File: config.mk
export PLATFORM = sky130hd
export DESIGN_NAME = hpr_cmac
export DESIGN_NICKNAME = d
export VERILOG_FILES = /design/src/hw/rtl/hpr_pkg.sv /design/src/hw/rtl/hpr_cmac.sv
export SDC_FILE = /design/constraint.sdc
export NUM_CORES = 2
export LEC_CHECK = 0
export BUFFER_PORTS_ARGS = -buffer_cell sky130_fd_sc_hd__buf_2
export CORE_MARGIN = 4
export CORE_UTILIZATION = 35
export CTS_CLUSTER_SIZE = 28
export DETAILED_ROUTE_END_ITERATION = 8
export PLACE_DENSITY_LB_ADDON = 0.25
export SYNTH_ARGS = -nofsm -noshare
export SYNTH_HDL_FRONTEND = slang
export SYNTH_SLANG_ARGS = --single-unit
File: constraint.sdc
create_clock -name clk -period 23.5 [get_ports clk]
set_clock_uncertainty 0.05 [all_clocks]
set_input_delay 0 -clock clk [delete_from_list [all_inputs] [get_ports clk]]
set_output_delay 0 -clock clk [all_outputs]
set_load 0.03 [all_outputs]
File: src/hw/rtl/hpr_pkg.sv
// Shared constants, types and saturation helper for the packed rank-1 update block.
package hpr_pkg;

  // Data word and vector store geometry
  localparam int WORD_W    = 32;
  localparam int MAX_ORDER = 64;
  localparam int IDX_W     = $clog2(MAX_ORDER);
  localparam int ORDER_W   = 7;
  localparam int FRAC_BITS = 24;
  localparam int ENTRY_W   = 2 * WORD_W;

  // Datapath widths: full product, shifted product, three-term sum
  localparam int PROD_W = 2 * WORD_W;
  localparam int SH_W   = PROD_W - FRAC_BITS;
  localparam int ACC_W  = SH_W + 2;

  // Configuration register indexes
  localparam int CFG_IDX_W = 2;
  localparam logic [CFG_IDX_W-1:0] CFG_LOWER_TRIANGLE = 2'd0;
  localparam logic [CFG_IDX_W-1:0] CFG_ORDER          = 2'd1;
  localparam logic [CFG_IDX_W-1:0] CFG_ALPHA          = 2'd2;
  localparam logic [CFG_IDX_W-1:0] CFG_X_REVERSED     = 2'd3;

  // Item operation codes
  localparam logic OP_LOAD   = 1'b0;
  localparam logic OP_UPDATE = 1'b1;

  // Multiply steps of one update, issued in this order
  typedef enum logic [2:0] {
    MS_ALPHA_CRE = 3'd0,  // alpha * re(x[col])
    MS_ALPHA_CIM = 3'd1,  // alpha * im(x[col]), negated on use
    MS_XR_TR     = 3'd2,
    MS_XI_TR     = 3'd3,
    MS_XR_TI     = 3'd4,
    MS_XI_TI     = 3'd5,
    MS_IDLE      = 3'd6   // no product; drains the last one
  } mac_step_t;

  // Sequencer to datapath control
  typedef struct packed {
    logic      start;  // load accumulators with the matrix element
    mac_step_t step;
  } mac_ctl_t;

  localparam logic signed [ACC_W-1:0] WORD_MAX_EXT =
    {{(ACC_W-WORD_W){1'b0}}, 1'b0, {(WORD_W-1){1'b1}}};
  localparam logic signed [ACC_W-1:0] WORD_MIN_EXT =
    {{(ACC_W-WORD_W){1'b1}}, 1'b1, {(WORD_W-1){1'b0}}};

  // Clamp a wide signed value to one data word
  function automatic logic signed [WORD_W-1:0] sat_word(input logic signed [ACC_W-1:0] v);
    logic signed [WORD_W-1:0] r;
    if (v > WORD_MAX_EXT) r = WORD_MAX_EXT[WORD_W-1:0];
    else if (v < WORD_MIN_EXT) r = WORD_MIN_EXT[WORD_W-1:0];
    else r = v[WORD_W-1:0];
    return r;
  endfunction

endpackage

File: src/hw/rtl/hpr_cmac.sv
// Shared-multiplier complex datapath: alpha*conj(x[col]), times x[row], plus A.
module hpr_cmac import hpr_pkg::*; (
  input  logic                     clk,
  input  logic                     rst,
  input  mac_ctl_t                 ctl,
  input  logic signed [WORD_W-1:0] alpha,
  input  logic signed [WORD_W-1:0] init_re,
  input  logic signed [WORD_W-1:0] init_im,
  input  logic signed [WORD_W-1:0] col_re,
  input  logic signed [WORD_W-1:0] col_im,
  input  logic signed [WORD_W-1:0] row_re,
  input  logic signed [WORD_W-1:0] row_im,
  output logic signed [WORD_W-1:0] sum_re,
  output logic signed [WORD_W-1:0] sum_im
);

  logic signed [WORD_W-1:0] op_a;
  logic signed [WORD_W-1:0] op_b;
  logic signed [PROD_W-1:0] prod;
  logic signed [PROD_W-1:0] prod_neg;
  logic signed [ACC_W-1:0]  sh;
  logic signed [ACC_W-1:0]  sh_neg;
  mac_step_t                pstep;
  logic signed [WORD_W-1:0] tr;
  logic signed [WORD_W-1:0] ti;
  logic signed [ACC_W-1:0]  acc_re;
  logic signed [ACC_W-1:0]  acc_im;

  // Operand select for the one multiplier
  always_comb begin
    unique case (ctl.step)
      MS_ALPHA_CRE: begin op_a = alpha;  op_b = col_re; end
      MS_ALPHA_CIM: begin op_a = alpha;  op_b = col_im; end
      MS_XR_TR:     begin op_a = row_re; op_b = tr;     end
      MS_XI_TR:     begin op_a = row_im; op_b = tr;     end
      MS_XR_TI:     begin op_a = row_re; op_b = ti;     end
      MS_XI_TI:     begin op_a = row_im; op_b = ti;     end
      default:      begin op_a = '0;     op_b = '0;     end
    endcase
  end

  // Floor shift of the registered product
  assign prod_neg = -prod;
  assign sh       = ACC_W'($signed(prod[PROD_W-1:FRAC_BITS]));
  assign sh_neg   = ACC_W'($signed(prod_neg[PROD_W-1:FRAC_BITS]));

  // Product register, tagged with the step that made it
  always_ff @(posedge clk) begin
    if (rst) begin
      pstep <= MS_IDLE;
    end else begin
      pstep <= ctl.step;
    end
    prod <= PROD_W'(op_a) * PROD_W'(op_b);
  end

  // Consume the previous product
  always_ff @(posedge clk) begin
    if (ctl.start) begin
      acc_re <= ACC_W'(init_re);
      acc_im <= ACC_W'(init_im);
    end else begin
      unique case (pstep)
        MS_ALPHA_CRE: tr <= sat_word(sh);
        MS_ALPHA_CIM: ti <= sat_word(sh_neg);
        MS_XR_TR:     acc_re <= acc_re + sh;
        MS_XI_TR:     acc_im <= acc_im + sh;
        MS_XR_TI:     acc_im <= acc_im + sh;
        MS_XI_TI:     acc_re <= acc_re - sh;
        default:      ;
      endcase
    end
  end

  assign sum_re = sat_word(acc_re);
  assign sum_im = sat_word(acc_im);

endmodule

* Yosys cells after proc, flatten, opt, wreduce, memory -nomap -nowiden
Index checks and enable logic that the tools add are counted.
Storage, ports and cells: input bits 230, register bits 215, word-level logic and storage cells 54, output and inout port bits 64
Cells by class: $mul 1, reduce and logical (&&, ||, !) cells 12, $add $sub $neg 4, order comparisons 8, eq/ne operators 10, multiplexer cells 12, bitwise logic cells 1
Operators by type and width (count):
- 32-bit two-way mux | 6
- 32-bit case mux with 4 select lines | 1
- 42-bit two-way mux | 3
- 32-bit case mux with 3 select lines | 1
- 42-bit by 40-bit adder with 42-bit output | 2
- 42-bit by 32-bit > comparator with 1-bit output (second input constant) | 2
- 42-bit by 32-bit < comparator with 1-bit output (second input constant) | 2
- 42-bit case mux with 2 select lines | 1
- 40-bit by 32-bit > comparator with 1-bit output (second input constant) | 2
- 40-bit by 32-bit < comparator with 1-bit output (second input constant) | 2
- 32-bit by 32-bit multiplier with 64-bit output | 1
- 64-bit negator | 1
- 42-bit by 40-bit subtractor with 42-bit output | 1
- 3-bit by 2-bit equality test with 1-bit output (second input constant) | 4
- 3-bit equality test (second input constant) | 4
- 2-bit OR reduction | 6
- 3-bit by 1-bit equality test with 1-bit output (second input constant) | 2
- 3-bit zero test | 2
- 2-bit AND reduction | 2
- 3-bit nonzero test | 1
- 2-bit nonzero test | 1
- 1-bit inverter | 1

* Depth between registers and ports, before layout
word-level depth 4, depth in mapped cells 36, depth with buffers taken out 31

* Worst setup path before layout
OpenSTA, ideal clock, no wires.
path type input to register, from input port ctl[0] in the netlist's numbering, to register prod[63], setup slack 14.693 ns, stages 27, setup time 0.072 ns, buffers on the path 4, data required time 23.378 ns, arrival time 8.685 ns, cells stage by stage clkbuf_1 > clkbuf_1 > clkbuf_1 > a211oi_1 > o32ai_1 > clkbuf_1 > nand2_1 > fa_1 > fa_1 > inv_1 > fa_1 > fa_1 > fa_1 > fa_1 > inv_1 > fa_1 > inv_1 > fa_1 > ha_1 > nand2_1 > nand2_1 > a21o_1 > a21o_1 > a31oi_1 > o31ai_1 > a21oi_1 > xnor2_1
Between the ends: word-level cells in the longest chain between the ends 4, elaborated cells on any way between the ends 14, those cells by class mul (1); eq/ne (5); mux (2); reduce/logical (6)
RTL lines:
- start, declared | RTL line hpr_cmac.sv:5 | input mac_ctl_t ctl,
- 3-bit equality test (tied with other cells) | RTL line hpr_cmac.sv:31 | unique case (ctl.step)
- 2-bit OR reduction (no source line)
- 32-bit case mux with 4 select lines / 32-bit case mux with 3 select lines (equally long branches) | RTL line hpr_cmac.sv:31
- 32-bit by 32-bit multiplier with 64-bit output * | RTL line hpr_cmac.sv:54 | prod <= PROD_W'(op_a) * PROD_W'(op_b);
- end signal, assigned | RTL line hpr_cmac.sv:54
- end, declared | RTL line hpr_cmac.sv:19 | logic signed [PROD_W-1:0] prod;
Mark *: on every way between the ends. The rest lies on a longest branch, timed or not. A chain may end at the register's enable or synchronous reset.

* Worst setup path in the final report
from input port ctl[1] in the netlist's numbering, to register prod[63]
Same word-level chain as after synthesis.

==> metrics.yaml <==
postCtsSetupBuffers: 0
synth_cell_types: 90
via_per_inst: 5.30
setup_slack_ns: 12.13
synth-edff-count: 148
rows: 139
holdWs_ns: 0.184
yosysWarnings: 0
rsz0062_at_grt: "no"
grt_pass1_wl_microns: 275000
ctsResizeCount: 0
track_usage_pct: 24.0
cpMostUsedCell: "fa_1"
slowest_delay_ns: 0.88
yosysSeqAreaShare_pct: 11.3
status: "finished clean"
yosys.area_share.simple_pct: 13.9
drc: 0
die-area_sq_mm: 0.152
pin_count: 294
grt_pass1_vias: 43421
synth_area_leaders: "fa_1, edfxtp_1, inv_1"
drt-pass1-iter-count: 6
cp-start-kind: "input port"
worstHoldPathType: "input port to flop"
place_inst: 7679
antenna_found_initial: 7
start_util_pct: 35.4
clockBufferDepth: 3
finalWeightedCongestion: 0.915
crit_path_end_kind: "flop"
cts_buffers: 24
async_flop_share_pct: 0
syn_nets: 7260
clkTransAtPathRegs_ns: 0.07
vias: 41379
clock-sinks: 215
setup_tns_ns: 0
drv_cap: 0
layout-drive-gt1-share_pct: 9.29
ant_nets: 0
synth_fa_ha_area_share_pct: 49.1
die_h_microns: 390
cp.arrival_ns: 11.78
slew_viol_final: 0
synthXorXnorAreaFrac_pct: 3.66
seqCellArea_sq_mm: 0.00579
fillers: 14508
dp_slack_ns: 12.16
finalHoldViolCount: 0
finalSetupViolations: 0
yosys-mux-area-fraction_pct: 1.19
post-synth-top-area-cell: "fa_1"
fin_crit_sh_pct: 48.4
ctsHoldBuffers: 79
layout.nets: 7462
area_growth_pct: 10.8
multi_input_area_sq_mm: 0.0406
root_buffer: "clkbuf_16"
core_sq_mm: 0.144
cts_tree: "built"
worstPathMaxFanout: 75
grt_max_degree: 92
synth_top_family_by_area: "adder cells"
synth_ff_type: "edfxtp_1"
dp.final_hpwl_microns: 143000
syn_inst: 5679
cpMaxStageDelayCell: "o22ai_2"
yosysTopAreaCellShare_pct: 42.5
period_needed_ns: 11.37
synth_area_sq_mm: 0.0510
wl_per_cell_microns: 23.2
worstPathRequired_ns: 23.91
ctsHtreeMaxLevel: 1
fmax_ghz: 0.0879
instances_no_fill: 7805
die_w_microns: 390
timing.slew.headroom_pct: 21.4
synth_seq_cells: 215
worstSkewPairLatency_ns: 0.59
tightest_slew_ns: 1.18
synth-compound-area-share_pct: 10.9
wl_microns: 181000
io_buffers: 293
avgSynthCellArea_sq_um: 8.99
critPathKind: "input port to flop"
gr-total-overflow: 0
drt_iter0_drc: 3079
## cell type report
class	instances	area share, %
repair buffers	486	5.53
inverters	1018	6.76
multi-input cells	4136	71.7
clock inverters	16	0.312
well taps	1903	4.21
diodes	3	0.0133
flip-flops and latches	215	10.2
clock buffers	28	1.24
## cell usage after synthesis, types with 32 or more instances
library cell and n:
fa_1 1084, inv_1 1017, nand2_1 737, nor2_1 619, clkbuf_1 268, ha_1 267, a21o_1 186, a21oi_1 172
edfxtp_1 148, o21ai_0 145, xnor2_1 125, xor2_1 88, dfxtp_1 67, mux2i_1 55, o21ai_1 52, nor3_1 41
nor2b_1 40, nand3_1 38, o22ai_1 38, o22a_1 34, and2_1 32
## layer usage
layer  wire (microns)  global-route usage (%)  vias up
li1                 -                       -    18125
met3            15800                    4.84      308
met4             6900                    7.70        0
met5                0                       0        -
met1            75200                    32.3    21226
met2            83500                    38.8     1720
## state kept, by name (all words and copies together) (netlist names)
name,cells
ti,32
acc_im,42
prod,64
tr,32
pstep,3
acc_re,42
## critical path: cells and delay by family
family / cells / cell delay [ns]
xor+xnor: 1 / 0.13
buf+inv: 7 / 2.30
compound gates: 7 / 3.14
simple gates: 5 / 1.60
fa+ha+maj: 9 / 4.49
## worst paths after layout
| check | from | end | slack, ns | depth (start not counted) |
|---|---|---|---|---|
| hold / removal | init_im[15] | acc_im[15]$_DFFE_PP_ | 0.18 | 4 |
| setup / recovery | ctl[1] | prod[63]$_DFF_P_ | 12.13 | 29 |
| setup reg to reg | tr[31]$_SDFFCE_PN0P_ | prod[63]$_DFF_P_ | 13.41 | 27 |
| hold reg to reg | acc_im[0]$_DFFE_PP_ | acc_im[0]$_DFFE_PP_ | 0.65 | 2 |
## cell families (layout without fill, tap and decap cells)
family	after synthesis	count (layout)
AND/OR/NAND/NOR	1667	1667
adder cells (fa/ha/maj)	1351	1351
buffers and inverters	1328	1548
AO/OA/AOI/OAI	845	845
flip-flops	215	215
XOR/XNOR	213	213
multiplexers	60	60
other	0	3
## cells in the final DEF (no fill, tap or decap), types with 10 or more instances in the layout
cell type | Yosys | routed
a21oi_1 | 172 | 169
xnor2_1 | 125 | 125
o22ai_2 | 0 | 17
dfxtp_1 | 67 | 67
o31ai_1 | 14 | 12
buf_4 | 3 | 116
clkbuf_16 | 0 | 28
o22ai_1 | 38 | 20
mux2i_1 | 55 | 55
nand4_1 | 31 | 31
nand3_1 | 38 | 38
a31oi_1 | 21 | 19
fa_1 | 1084 | 1084
and2_1 | 32 | 32
inv_1 | 1017 | 1017
nor2_1 | 619 | 617
nand2b_1 | 30 | 30
o21ai_1 | 52 | 47
or3_1 | 10 | 10
nor4_1 | 23 | 22
nand2_1 | 737 | 737
xor2_1 | 88 | 88
o22a_1 | 34 | 30
o211ai_1 | 15 | 15
a211oi_1 | 31 | 31
o21a_1 | 27 | 23
ha_1 | 267 | 267
o21ai_0 | 145 | 143
dlygate4sd3_1 | 0 | 79
a21o_1 | 186 | 186
nor3_1 | 41 | 41
edfxtp_1 | 148 | 148
nor2b_1 | 40 | 40
o21bai_1 | 16 | 16
and3_1 | 11 | 11
buf_2 | 7 | 289
## stage by stage
step	utilization [%]	area [sq um]
2_1_floorplan	-	51000
3_3_place_gp	38.1	54900
3_5_place_dp	38.1	54900
4_1_cts	39.2	56600
5_1_grt	39.2	56600
6_report	39.2	56600
Power is left out: the tool's default activity adds up to more than one toggle a clock period on the data nets, which glitch-free logic cannot reach.
